===== src/design/lzhw_pkg.sv =====
package lzhw_pkg;

    // Window geometry
    localparam int WINDOW_DEPTH = 4096;
    localparam int ADDR_W       = $clog2(WINDOW_DEPTH);
    localparam int MAX_TAIL     = 64;

    // Field widths of one input transaction
    localparam int BYTE_W     = 8;
    localparam int DIST_W     = 13;
    localparam int CLEN_W     = 8;
    localparam int TLEN_W     = 7;
    localparam int TOFS_W     = 12;
    localparam int INDEX_W    = 16;
    localparam int ACTION_W   = 2;
    localparam int CNT_W      = 8;

    // Field positions inside s_axis_tdata
    localparam int BYTE_LSB   = 0;
    localparam int DIST_LSB   = BYTE_LSB + BYTE_W;
    localparam int CLEN_LSB   = DIST_LSB + DIST_W;
    localparam int TLEN_LSB   = CLEN_LSB + CLEN_W;
    localparam int TOFS_LSB   = TLEN_LSB + TLEN_W;
    localparam int INDEX_LSB  = TOFS_LSB + TOFS_W;
    localparam int IN_DATA_W  = INDEX_LSB + INDEX_W;

    typedef logic [ADDR_W-1:0] addr_t;

    typedef enum logic [ACTION_W-1:0] {
        ACT_WRITE = 2'd0,
        ACT_COPY  = 2'd1,
        ACT_TAIL  = 2'd2,
        ACT_INDEX = 2'd3
    } action_t;

    typedef enum logic [2:0] {
        ST_CLEAR,
        ST_IDLE,
        ST_COPY_RD,
        ST_COPY_WR,
        ST_TAIL_RD,
        ST_TAIL_XFER
    } state_t;

    // Request from the sequencer to the window memory
    typedef struct packed {
        logic              wr_en;
        addr_t             wr_addr;
        logic [BYTE_W-1:0] wr_data;
        logic              rd_en;
        addr_t             rd_addr;
    } mem_req_t;

    // Request from the sequencer to the output register
    typedef struct packed {
        logic load;
        logic last;
    } out_req_t;

endpackage


===== src/design/lzhw_seq.sv =====
module lzhw_seq
    import lzhw_pkg::*;
(
    input  logic                clk,
    input  logic                rst_n,
    input  logic                in_valid,
    output logic                in_ready,
    input  logic [ACTION_W-1:0] action,
    input  logic [BYTE_W-1:0]   byte_value,
    input  logic [DIST_W-1:0]   distance,
    input  logic [CLEN_W-1:0]   copy_length,
    input  logic [TLEN_W-1:0]   tail_length,
    input  logic [TOFS_W-1:0]   tail_offset,
    input  logic [INDEX_W-1:0]  index,
    input  logic [BYTE_W-1:0]   rd_data,
    input  logic                out_free,
    output mem_req_t            mem_req,
    output out_req_t            out_req
);

    localparam addr_t ADDR_LAST = '1;

    state_t             state_reg, state_next;
    addr_t              wp_reg, wp_next;
    addr_t              src_reg, src_next;
    logic [CNT_W-1:0]   cnt_reg, cnt_next;

    logic               accept;
    logic [TLEN_W-1:0]  tail_sat;
    addr_t              sub_a;
    addr_t              sub_b;
    addr_t              start_addr;
    logic               inc_src;
    addr_t              inc_in;
    addr_t              inc_out;
    logic               cnt_last;

    assign accept   = in_valid && in_ready;
    assign cnt_last = (cnt_reg == CNT_W'(1));

    // Clamp the tail length to the longest run
    assign tail_sat = (tail_length > TLEN_W'(MAX_TAIL)) ? TLEN_W'(MAX_TAIL) : tail_length;

    // Start address unit: write pointer minus distance, or minus tail span
    always_comb
    begin
        if (action_t'(action) == ACT_COPY)
        begin
            sub_a = ADDR_W'(distance);
            sub_b = '0;
        end
        else
        begin
            sub_a = ADDR_W'(tail_sat);
            sub_b = ADDR_W'(tail_offset);
        end
    end

    assign start_addr = wp_reg - sub_a - sub_b;

    // Shared incrementer, steps either the source or the write pointer
    assign inc_in  = inc_src ? src_reg : wp_reg;
    assign inc_out = inc_in + ADDR_W'(1);

    // Next state
    always_comb
    begin
        state_next = state_reg;
        case (state_reg)
            ST_CLEAR:
            begin
                if (wp_reg == ADDR_LAST)
                begin
                    state_next = ST_IDLE;
                end
            end
            ST_IDLE:
            begin
                if (accept)
                begin
                    case (action_t'(action))
                        ACT_COPY:
                        begin
                            if (copy_length != '0)
                            begin
                                state_next = ST_COPY_RD;
                            end
                        end
                        ACT_TAIL:
                        begin
                            if (tail_sat != '0)
                            begin
                                state_next = ST_TAIL_RD;
                            end
                        end
                        ACT_INDEX: state_next = ST_TAIL_RD;
                        default:   state_next = ST_IDLE;
                    endcase
                end
            end
            ST_COPY_RD: state_next = ST_COPY_WR;
            ST_COPY_WR: state_next = cnt_last ? ST_IDLE : ST_COPY_RD;
            ST_TAIL_RD: state_next = ST_TAIL_XFER;
            ST_TAIL_XFER:
            begin
                if (out_free)
                begin
                    state_next = cnt_last ? ST_IDLE : ST_TAIL_RD;
                end
            end
            default: state_next = ST_IDLE;
        endcase
    end

    // Outputs: handshake, memory strobes, output load, incrementer select
    always_comb
    begin
        in_ready        = 1'b0;
        inc_src         = 1'b0;
        mem_req.wr_en   = 1'b0;
        mem_req.wr_addr = wp_reg;
        mem_req.wr_data = rd_data;
        mem_req.rd_en   = 1'b0;
        mem_req.rd_addr = src_reg;
        out_req.load    = 1'b0;
        out_req.last    = cnt_last;
        case (state_reg)
            ST_CLEAR:
            begin
                mem_req.wr_en   = 1'b1;
                mem_req.wr_data = '0;
            end
            ST_IDLE:
            begin
                in_ready        = 1'b1;
                mem_req.wr_data = byte_value;
                mem_req.wr_en   = in_valid && (action_t'(action) == ACT_WRITE);
            end
            ST_COPY_RD:
            begin
                mem_req.rd_en = 1'b1;
                inc_src       = 1'b1;
            end
            ST_COPY_WR:
            begin
                mem_req.wr_en = 1'b1;
            end
            ST_TAIL_RD:
            begin
                mem_req.rd_en = 1'b1;
                inc_src       = 1'b1;
            end
            ST_TAIL_XFER:
            begin
                out_req.load = out_free;
            end
            default:
            begin
                in_ready = 1'b0;
            end
        endcase
    end

    // Datapath register updates
    always_comb
    begin
        wp_next  = wp_reg;
        src_next = src_reg;
        cnt_next = cnt_reg;
        case (state_reg)
            ST_CLEAR:
            begin
                wp_next = inc_out;
            end
            ST_IDLE:
            begin
                if (accept)
                begin
                    case (action_t'(action))
                        ACT_WRITE:
                        begin
                            wp_next = inc_out;
                        end
                        ACT_COPY:
                        begin
                            src_next = start_addr;
                            cnt_next = copy_length;
                        end
                        ACT_TAIL:
                        begin
                            src_next = start_addr;
                            cnt_next = CNT_W'(tail_sat);
                        end
                        ACT_INDEX:
                        begin
                            src_next = ADDR_W'(index);
                            cnt_next = CNT_W'(1);
                        end
                        default:
                        begin
                            cnt_next = cnt_reg;
                        end
                    endcase
                end
            end
            ST_COPY_RD:
            begin
                src_next = inc_out;
            end
            ST_COPY_WR:
            begin
                wp_next  = inc_out;
                cnt_next = cnt_reg - CNT_W'(1);
            end
            ST_TAIL_RD:
            begin
                src_next = inc_out;
            end
            ST_TAIL_XFER:
            begin
                if (out_free)
                begin
                    cnt_next = cnt_reg - CNT_W'(1);
                end
            end
            default:
            begin
                cnt_next = cnt_reg;
            end
        endcase
    end

    // Control state; write pointer doubles as the clearing counter
    always_ff @(posedge clk or negedge rst_n)
    begin
        if (!rst_n)
        begin
            state_reg <= ST_CLEAR;
            wp_reg    <= '0;
        end
        else
        begin
            state_reg <= state_next;
            wp_reg    <= wp_next;
        end
    end

    // Source address and byte count
    always_ff @(posedge clk)
    begin
        src_reg <= src_next;
        cnt_reg <= cnt_next;
    end

endmodule


===== config.mk =====
export PLATFORM = sky130hd
export DESIGN_NAME = lzhw_seq
export DESIGN_NICKNAME = d
export VERILOG_FILES = /design/src/design/lzhw_pkg.sv /design/src/design/lzhw_seq.sv
export SDC_FILE = /design/constraint.sdc
export NUM_CORES = 1
export LEC_CHECK = 0
export BUFFER_PORTS_ARGS = -buffer_cell sky130_fd_sc_hd__clkbuf_2
export CAP_MARGIN = 20
export CORE_UTILIZATION = 52
export CTS_CLUSTER_DIAMETER = 50
export DETAILED_ROUTE_END_ITERATION = 8
export PLACE_DENSITY_LB_ADDON = 0.15
export SLEW_MARGIN = 20
export SYNTH_ARGS = -nofsm -noshare
export SYNTH_HDL_FRONTEND = slang
export SYNTH_SLANG_ARGS = --single-unit

===== constraint.sdc =====
create_clock -name clk -period 3.2 [get_ports clk]
set_clock_uncertainty 0.1 [all_clocks]
set_input_delay 0.32 -clock clk [delete_from_list [all_inputs] [get_ports clk]]
set_output_delay 0.32 -clock clk [all_outputs]
set_load 0.05 [all_outputs]

==> metrics, run 1 <==
outcome=completed; drt drc=0; setup slack, reg-to-reg=260 ps; Distinct cells, synth=56; commonest non-fill, non-tap cell in the layout=clkbuf_2; Synth Flop Type=edfxtp_1; GPL Wtd Cong=0.8896; Num CTS Buffers=5; clock tree sinks=35; worst hold path depth=3; Post-Route Utilization=roughly 68%; num rows=28; Crit Path Class=primary input to flip-flop; arrival time of the worst setup path=around 3000 ps; post-synthesis xor/xnor area fraction=7.535%; Critical Path RT=roughly 3200 ps; hpwl dp=between 7000 and 8000 µm; initial cell density of the core=55.30%; io pins=about 120; Chip Width=82.51 µm; H-tree levels=2; Worst Max-Slew Pin Slew=between 500 and 600 ps; Reg clk slew, reported paths=80 ps; Final ANT Viol Nets=0; number of synthesized flops with an enable pin=20; CP Launch Type=primary input; Root Buffer=clkbuf_8; Layout area overhead=22.57%; Mapped Cells=420; Max Slew Vio Count=0; DP Area=4038 µm²; drt pass-1 iters=6; HP Class=primary input to flip-flop; Via Count=3514; GRT Residual Overflow=0; post-synthesis compound-gate area fraction=about 20%; Multi-input gate area=2192 µm²; Final Hold Viols=0; RSZ-0062 raised after global routing=false; pin count of the biggest net entering global routing=29; fin crit period=between 2000 and 3000 ps; ys async rst share=between 40% and 50%; drt initial violations=approximately 230; vias per cell=a little under 6; fin area=just over 4000 µm²; commonest non-fill, non-tap cells in the layout=clkbuf_2 (109), nand2_1 (67), a21oi_1 (35); main combinational cell family by area after synthesis=simple AND/OR/NAND/NOR gates; Worst Setup End Kind=flip-flop; Synth Warn #=0; R2R depth=10; Post-Synth Adder-Cell Area=11.58%; # nets final=638; Crit Path Max Fanout=7; Post-Syn Area per Cell=8.026 µm²; post-synthesis mux area share=0.9280%; Port Buffers=109; Die Span Y=82.51 µm; register area=975.9 µm²; Syn Nets=~530; endpoints failing setup=0; CTS tree=built; Synth Area in Simple Gates=25.09%; Post-CTS Setup Bufs=0; Worst slew margin=63.34%; antenna violations before repair=0; clock buffer depth=2; Avg WL per Cell=15.23 µm; full die area=6808 µm²; Worst VDD drop=0.7633 mV; area of the core=about 6100 µm²; Clock Latency Late Sink=290 ps; final period utilization=93.34%; gr usage total=about 28%; first-pass GRT wire length=around 15000 µm; Seq cells post-synth=35; total wire length=9278 µm; share of cells above drive strength 1=27.72%; sequential fraction of the synthesis area=approximately 29%; max cap viols=0; PD cells=1044 nW/µm²; P_leak=around 1.9 nW; fillers=544; Synth Cell Area=around 3400 µm²; diode count=0; fmax=between 0.3 and 0.4 GHz; number of global-route vias before repair=3192
cell usage after synthesis, types with 3 or more instances:
master     n  area, µm²
nand2_1   67      251.5
a21oi_1   35      175.2
o21ai_0   30      150.1
nor2_1    29      108.9
inv_1     23      86.33
edfxtp_1  20      600.6
ha_1      20      250.2
xnor2_1   20      175.2
dfrtp_1   15      375.4
nand2b_1  11      68.82
clkbuf_1  10      37.54
nand3_1   10      50.05
a221oi_1   9      78.83
nor3_1     9      45.04
xor2_1     9      78.83
and2_1     7      43.79
fa_1       7      140.1
nand4_1    7      43.79
nor4_1     7      43.79
and3_1     5      31.28
buf_2      5      25.02
buf_4      5      37.54
nand3b_1   5      37.54
o211ai_1   5      37.54
a211oi_1   4      30.03
o31ai_1    4      30.03
o21a_1     3      22.52
where the power goes:
| part | leakage, nW | switching, mW | internal (mW) | total (mW) |
|---|---|---|---|---|
| logic | 1.48 | 1.95 | 1.03 | 2.98 |
| clock network | 0.0422 | 0.170 | 0.153 | 0.323 |
| registers | 0.372 | 0.258 | 0.753 | 1.01 |
| total | 1.89 | 2.38 | 1.93 | 4.31 |
area by class of cell:
cell class              instances  area share (%)
multi-input cells             337           53.06
flip-flops and latches         35           23.62
repair buffers                128           16.72
inverters                      26           2.362
well taps                      75           2.271
clock buffers                   7           1.847
clock inverters                 1          0.1211
worst paths after layout:
path	from	endpoint
worst max-delay path	action[0]	src_reg[11]
worst min-delay path	out_free	state_reg[2]
worst max register to register	wp_reg[3]	src_reg[8]
worst min register to register	wp_reg[10]	wp_reg[10]
max in group asynchronous	rst_n	state_reg[1]
min in group asynchronous	rst_n	wp_reg[5]
routing by layer:
metal | part of all wire (%) | GRT usage [%] | up-vias
met1 | 44 | 37.56 | 1617
met3 | 6.3 | 3.626 | 20
met2 | 48 | 48.18 | 154
met4 | 1.7 | 7.759 | 0
met5 | 0 | 0 | -
li1 | - | - | 1723
repair_timing:
item,CTS,global route
gates resized for setup,0,1
hold buffers,1,0
endpoints found under the hold margin,15,0
endpoints found under the setup margin,0,4
critical path, cell delays in order:
cell	delay (ps)
clkbuf_2	130
nor2b_1	180
buf_4	180
mux2i_1	270
fa_1	460
ha_1	350
a211oi_1	250
nor2_1	110
o31ai_1	220
o211ai_1	150
xor2_1	190
a221oi_2	210
cells by family (layout without fill, tap and decap cells):
| group | after synthesis | after routing |
|---|---|---|
| simple gates | 171 | 171 |
| compound gates | 107 | 107 |
| buf+inv | 48 | 162 |
| flops | 35 | 35 |
| xor+xnor | 29 | 29 |
| fa+ha+maj | 27 | 27 |
| mux | 3 | 3 |
stage by stage:
stage                     hold slack (ps)  setup TNS, ps  setup slack (ps)  power [mW]  instances
after detailed placement            178.6         -283.0            -106.7       3.972        600
after global routing                228.7              0             25.97       4.638        609
after global placement              181.9         -13.38            -13.38       3.890        600
after CTS                           215.8              0             195.9       4.298        609
final                               210.5              0             213.1       4.312        609
after floorplan                    -75.59         -18.44            -18.44       3.222        420
Power figures use the tool's default switching activity.
==> run 2, diff against run 1 <==
- HOLD_SLACK_MARGIN: default -> 0.12
- RECOVER_POWER: default -> 25
==> run 2 against run 1 <==
- hold slack gained 4.3 ps
- worst setup slack lost 2.7 ps
- non-clock buffer count is the same
- sequential power is essentially flat
- critical endpoint unchanged
- critical path type unchanged
- cell area shrank 0.36%
- highest routed layer unchanged
- first-iteration DRC count grew 3.9%
- utilization shrank 0.25 points
- clock power is essentially flat
==> metrics, run 2 (same netlist as run 1, synthesis figures left out) <==
outcome=completed; Reg clk slew, reported paths=80 ps (about the same); Final ANT Viol Nets=0 (unchanged); HP Class=primary input to flip-flop; max cap viols=0 (unchanged); Worst slew margin=36.33% (-27 points); post-route insts no fill=609 (unchanged); commonest non-fill, non-tap cells in the layout=clkbuf_2 (97), nand2_1 (67), a21oi_1 (35); pre-CTS setup slack=-106.7 ps (unchanged); Via Count=3497 (-0.48%); number of global-route vias before repair=3192 (unchanged); Die Span Y=82.51 µm (unchanged); Worst Max-Slew Pin Slew=955.0 ps (+406.4 ps); diode count=0 (unchanged); CTS tree=built; drt initial violations=237 (+3.9%); Crit Path Max Fanout=7 (unchanged); num rows=28 (unchanged); clock buffer depth=2 (unchanged); RSZ-0062 raised after global routing=false; Num CTS Buffers=5 (unchanged); Worst Setup End Kind=flip-flop; hpwl dp=7361 µm (unchanged); commonest non-fill, non-tap cell in the layout=clkbuf_2; antenna violations before repair=0 (unchanged); fin crit period=2990 ps (+2.674 ps); total wire length=9255 µm (-0.25%); # nets final=638 (unchanged); share of cells above drive strength 1=25.47% (-2.2 points); Port Buffers=109 (unchanged); arrival time of the worst setup path=3020 ps (about the same); drt pass-1 iters=5 (-1); Clock Latency Late Sink=290 ps (about the same); pin count of the biggest net entering global routing=29 (unchanged); final period utilization=93.42% (about the same); Final Hold Viols=0 (unchanged); first-pass GRT wire length=14550 µm (unchanged); clock tree sinks=35 (unchanged); final setup margin=210.4 ps (-2.674 ps); CP Launch Type=primary input; io pins=115 (unchanged); fmax=0.3345 GHz (about the same); PD cells=1041 nW/µm² (-0.24%); endpoints failing setup=0 (unchanged); Worst VDD drop=0.7567 mV (-0.86%); placed insts=600 (unchanged); Crit Path Class=primary input to flip-flop; full die area=6808 µm² (unchanged); Avg WL per Cell=15.20 µm (-0.25%); initial cell density of the core=55.30% (unchanged); drt drc=0 (unchanged); H-tree levels=2 (unchanged); Post-Route Utilization=67.53% (-0.25 points); P_leak=1.858 nW (-1.9%); Tot Pwr=4.286 mW (-0.60%); Layout area overhead=22.12%; gr usage total=28.25% (unchanged); Post-CTS Setup Bufs=0 (unchanged); fin area=4116 µm² (-0.36%); vias per cell=5.742 (-0.48%); GPL Wtd Cong=0.8896 (unchanged); Root Buffer=clkbuf_8; Critical Path RT=3230 ps (about the same); Max Slew Vio Count=0 (unchanged); area of the core=6096 µm² (unchanged); Chip Width=82.51 µm (unchanged); GRT Residual Overflow=0 (unchanged); DP Area=4038 µm² (unchanged)
run 2: changes by cell type in the layout (fill, tap and decap cells not counted):
cell,before,now
clkbuf_2,109,97
clkbuf_1,2,14
run 2: final timing paths:
check / start / endpoint / slack (ps) / cells after the start
max in group asynchronous: rst_n / state_reg[1] / 1830 / 2
setup reg to reg: wp_reg[3] / src_reg[8] / 270 / 10
hold / removal: out_free / state_reg[2] / 210 / 3
hold reg to reg: wp_reg[10] / wp_reg[10] / 450 / 1
min in group asynchronous: rst_n / wp_reg[5] / 590 / 2
setup / recovery: action[0] / src_reg[11] / 210 / 12
run 2: critical path: stages:
cell,delay [ps]
clkbuf_2,130
nor2b_1,180
buf_4,180
mux2i_1,270
fa_1,460
ha_1,350
a211oi_1,250
nor2_1,110
o31ai_1,220
o211ai_1,150
xor2_1,190
a221oi_2,210
run 2: area by class of cell:
cell class	instances	area, µm²
tap	75	93.84
inverter	26	97.59
clock buffer	7	76.32
timing repair buffer	128	675.6
sequential	35	975.9
fill	553	1979
multi-input combinational	337	2192
clock inverter	1	5.005
run 2: through the flow:
| step | hold WS [ps] | TNS, ps |
|---|---|---|
| after CTS | 215.8 | 0 |
| after global routing | 228.7 | 0 |
| final | 214.8 | 0 |
| after floorplan | -75.59 | -18.44 |
| after global placement | 181.9 | -13.38 |
| after detailed placement | 178.6 | -283.0 |
run 2: report_power, final:
| part | internal, mW | switching [mW] |
|---|---|---|
| Clock | 0.153 | 0.167 |
| Combinational | 1.01 | 1.95 |
| Sequential | 0.753 | 0.256 |
run 2: repair_timing:
item                                    CTS  global route
endpoints found under the setup margin    0             4
hold buffers                              1             0
hold endpoints to repair                 15             0
resized for setup                         0             1
run 2: per-layer routing:
metal  up-vias  part of all wire, %  routed length, µm  GRT usage, %
met2       153                   48               4466         48.18
li1       1719                    -                  -             -
met3        17                  6.3                579         3.626
met1      1608                   44               4058         37.56
met5         -                    0                  0             0
met4         0                  1.6                151         7.759
==> run 3, diff against run 2 <==
- GPL_TIMING_DRIVEN: default -> 0
==> run 3 against run 2 <==
- power is 4.7% higher
- critical path depth stayed put
- first-iteration DRC count is 9.3% higher
- flip-flop and latch count stayed put
==> metrics, run 3 (same netlist as run 1, synthesis figures left out) <==
outcome=completed; share of cells above drive strength 1=25.79% (+0.32 points); Worst Max-Slew Pin Slew=1080 ps (+125.1 ps); clock buffer depth=2 (unchanged); full die area=6808 µm² (unchanged); antenna violations before repair=0 (unchanged); vias per cell=5.909 (+2.9%); Crit Path Class=primary input to flip-flop; Layout area overhead=24.35%; clock tree sinks=35 (unchanged); drt pass-1 iters=6 (+1); num rows=28 (unchanged); setup slack, reg-to-reg=120 ps (-150 ps); Port Buffers=108 (-0.92%); final period utilization=96.48% (+3.1 points); fmax=0.3239 GHz (-3.2%); gr usage total=30.72% (+2.5 points); Worst Setup End Kind=flip-flop; R2R depth=14 (+4); initial cell density of the core=55.30% (unchanged); crit path capture=src_reg[11]; fillers=532 (-3.8%); PD cells=1071 nW/µm² (+2.8%); Worst VDD drop=0.8269 mV (+9.3%); Worst setup startpoint=action[0]; arrival time of the worst setup path=3120 ps (+100 ps); Crit Reg-Reg Endpoint=src_reg[10]; Crit Path Max Fanout=12 (+5); H-tree levels=2 (unchanged); Num CTS Buffers=5 (unchanged); CP Launch Type=primary input; TNS Setup=0 ps (unchanged); Final Hold Viols=0 (unchanged); diode count=0 (unchanged); worst hold path depth=3 (unchanged); Chip Width=82.51 µm (unchanged); Clock Latency Late Sink=300 ps (about the same); met3 WL=708 µm (+22%); # nets final=643 (+0.78%); total wire length=10030 µm (+8.4%); Max Slew Vio Count=0 (unchanged); drt initial violations=259 (+9.3%); io pins=115 (unchanged); commonest non-fill, non-tap cell in the layout=clkbuf_2; Final ANT Viol Nets=0 (unchanged); GRT Residual Overflow=0 (unchanged); commonest non-fill, non-tap cells in the layout=clkbuf_2 (95), nand2_1 (67), a21oi_1 (35); P_leak=1.877 nW (+1.0%); first-pass GRT wire length=15530 µm (+6.8%); Via Count=3628 (+3.7%); max cap viols=0 (unchanged); M1 WL=4280 µm (+5.5%); Die Span Y=82.51 µm (unchanged); GPL Wtd Cong=0.8932 (+0.40%); Post-Route Utilization=68.76% (+1.2 points); endpoints failing setup=0 (unchanged); Crit Reg-Reg Startpoint=state_reg[1]; met2 wire len=4808 µm (+7.7%); Avg WL per Cell=16.34 µm (+7.5%); Reg clk slew, reported paths=70 ps (about the same); CTS tree=built; area of the core=6096 µm² (unchanged); hpwl dp=7828 µm (+6.3%); Root Buffer=clkbuf_8; drt drc=0 (unchanged); fin crit period=3088 ps (+97.93 ps); Critical Path RT=3230 ps (about the same); top routing layer used=met4; Worst slew margin=28.00% (-8.3 points); HP Class=primary input to flip-flop; pin count of the biggest net entering global routing=16 (-45%); final hold slack=201.2 ps (-13.65 ps); number of global-route vias before repair=3344 (+4.8%)
==> run 3: per-layer routing <==
metal,track usage (%),vias to the layer above
met4,12.07,0
met1,39.16,1693
met3,3.846,24
li1,-,1734
met2,52.81,177
met5,0,-
==> run 3: how the worst min path moves through the flow <==
stage,startpoint,endpoint
CTS,out_free,state_reg[2]
detailed placement,rst_n,wp_reg[7]
finish,out_free,state_reg[2]
floorplan,rst_n,state_reg[0]
global placement,rst_n,wp_reg[7]
global route,out_free,state_reg[2]
==> run 3: area by class of cell <==
class | instances | area (µm²) | area share, %
Buffer | 19 | 107.6 | 2.567
Clock buffer | 6 | 82.58 | 1.970
Clock inverter | 2 | 35.03 | 0.8358
Inverter | 26 | 97.59 | 2.328
Multi-Input combinational cell | 337 | 2226 | 53.10
Sequential cell | 35 | 975.9 | 23.28
Tap cell | 75 | 93.84 | 2.239
Timing Repair Buffer | 114 | 573.1 | 13.67
==> run 3: through the flow <==
| stage | power (mW) | std cells | setup WS, ps | instance area, µm² |
|---|---|---|---|---|
| final | 4.487 | 614 | 112.5 | 4192 |
| after global routing | 4.807 | 614 | -39.10 | 4192 |
| after CTS | 4.390 | 609 | 4.961 | 4145 |
| after detailed placement | 3.937 | 603 | -552.3 | 4008 |
| after global placement | 3.851 | 603 | -423.0 | 4008 |
| after floorplan | 3.222 | 420 | -18.44 | 3373 |
==> run 3: critical path: stages <==
cell      delay, ps
buf_2           190
nor2b_1         190
buf_6           170
mux2i_2         260
fa_1            460
ha_2            350
a211oi_2        240
nor2_1          100
o31ai_1         270
o211ai_1        150
xor2_1          190
a221oi_2        220
==> run 3: what timing repair did <==
action	CTS	global route
setup buffers	0	5
pin swaps	0	1
endpoints found under the setup margin	10	6
endpoints found under the hold margin	15	0
hold buffers	1	0
gates resized for setup	7	6
==> run 3: power breakdown <==
group          leakage [nW]  total (mW)  internal [mW]  switching, mW
logic                  1.44        3.07           1.02           2.05
clock network        0.0612       0.426          0.252          0.174
registers             0.372       0.994          0.753          0.241
total                  1.88        4.49           2.02           2.46
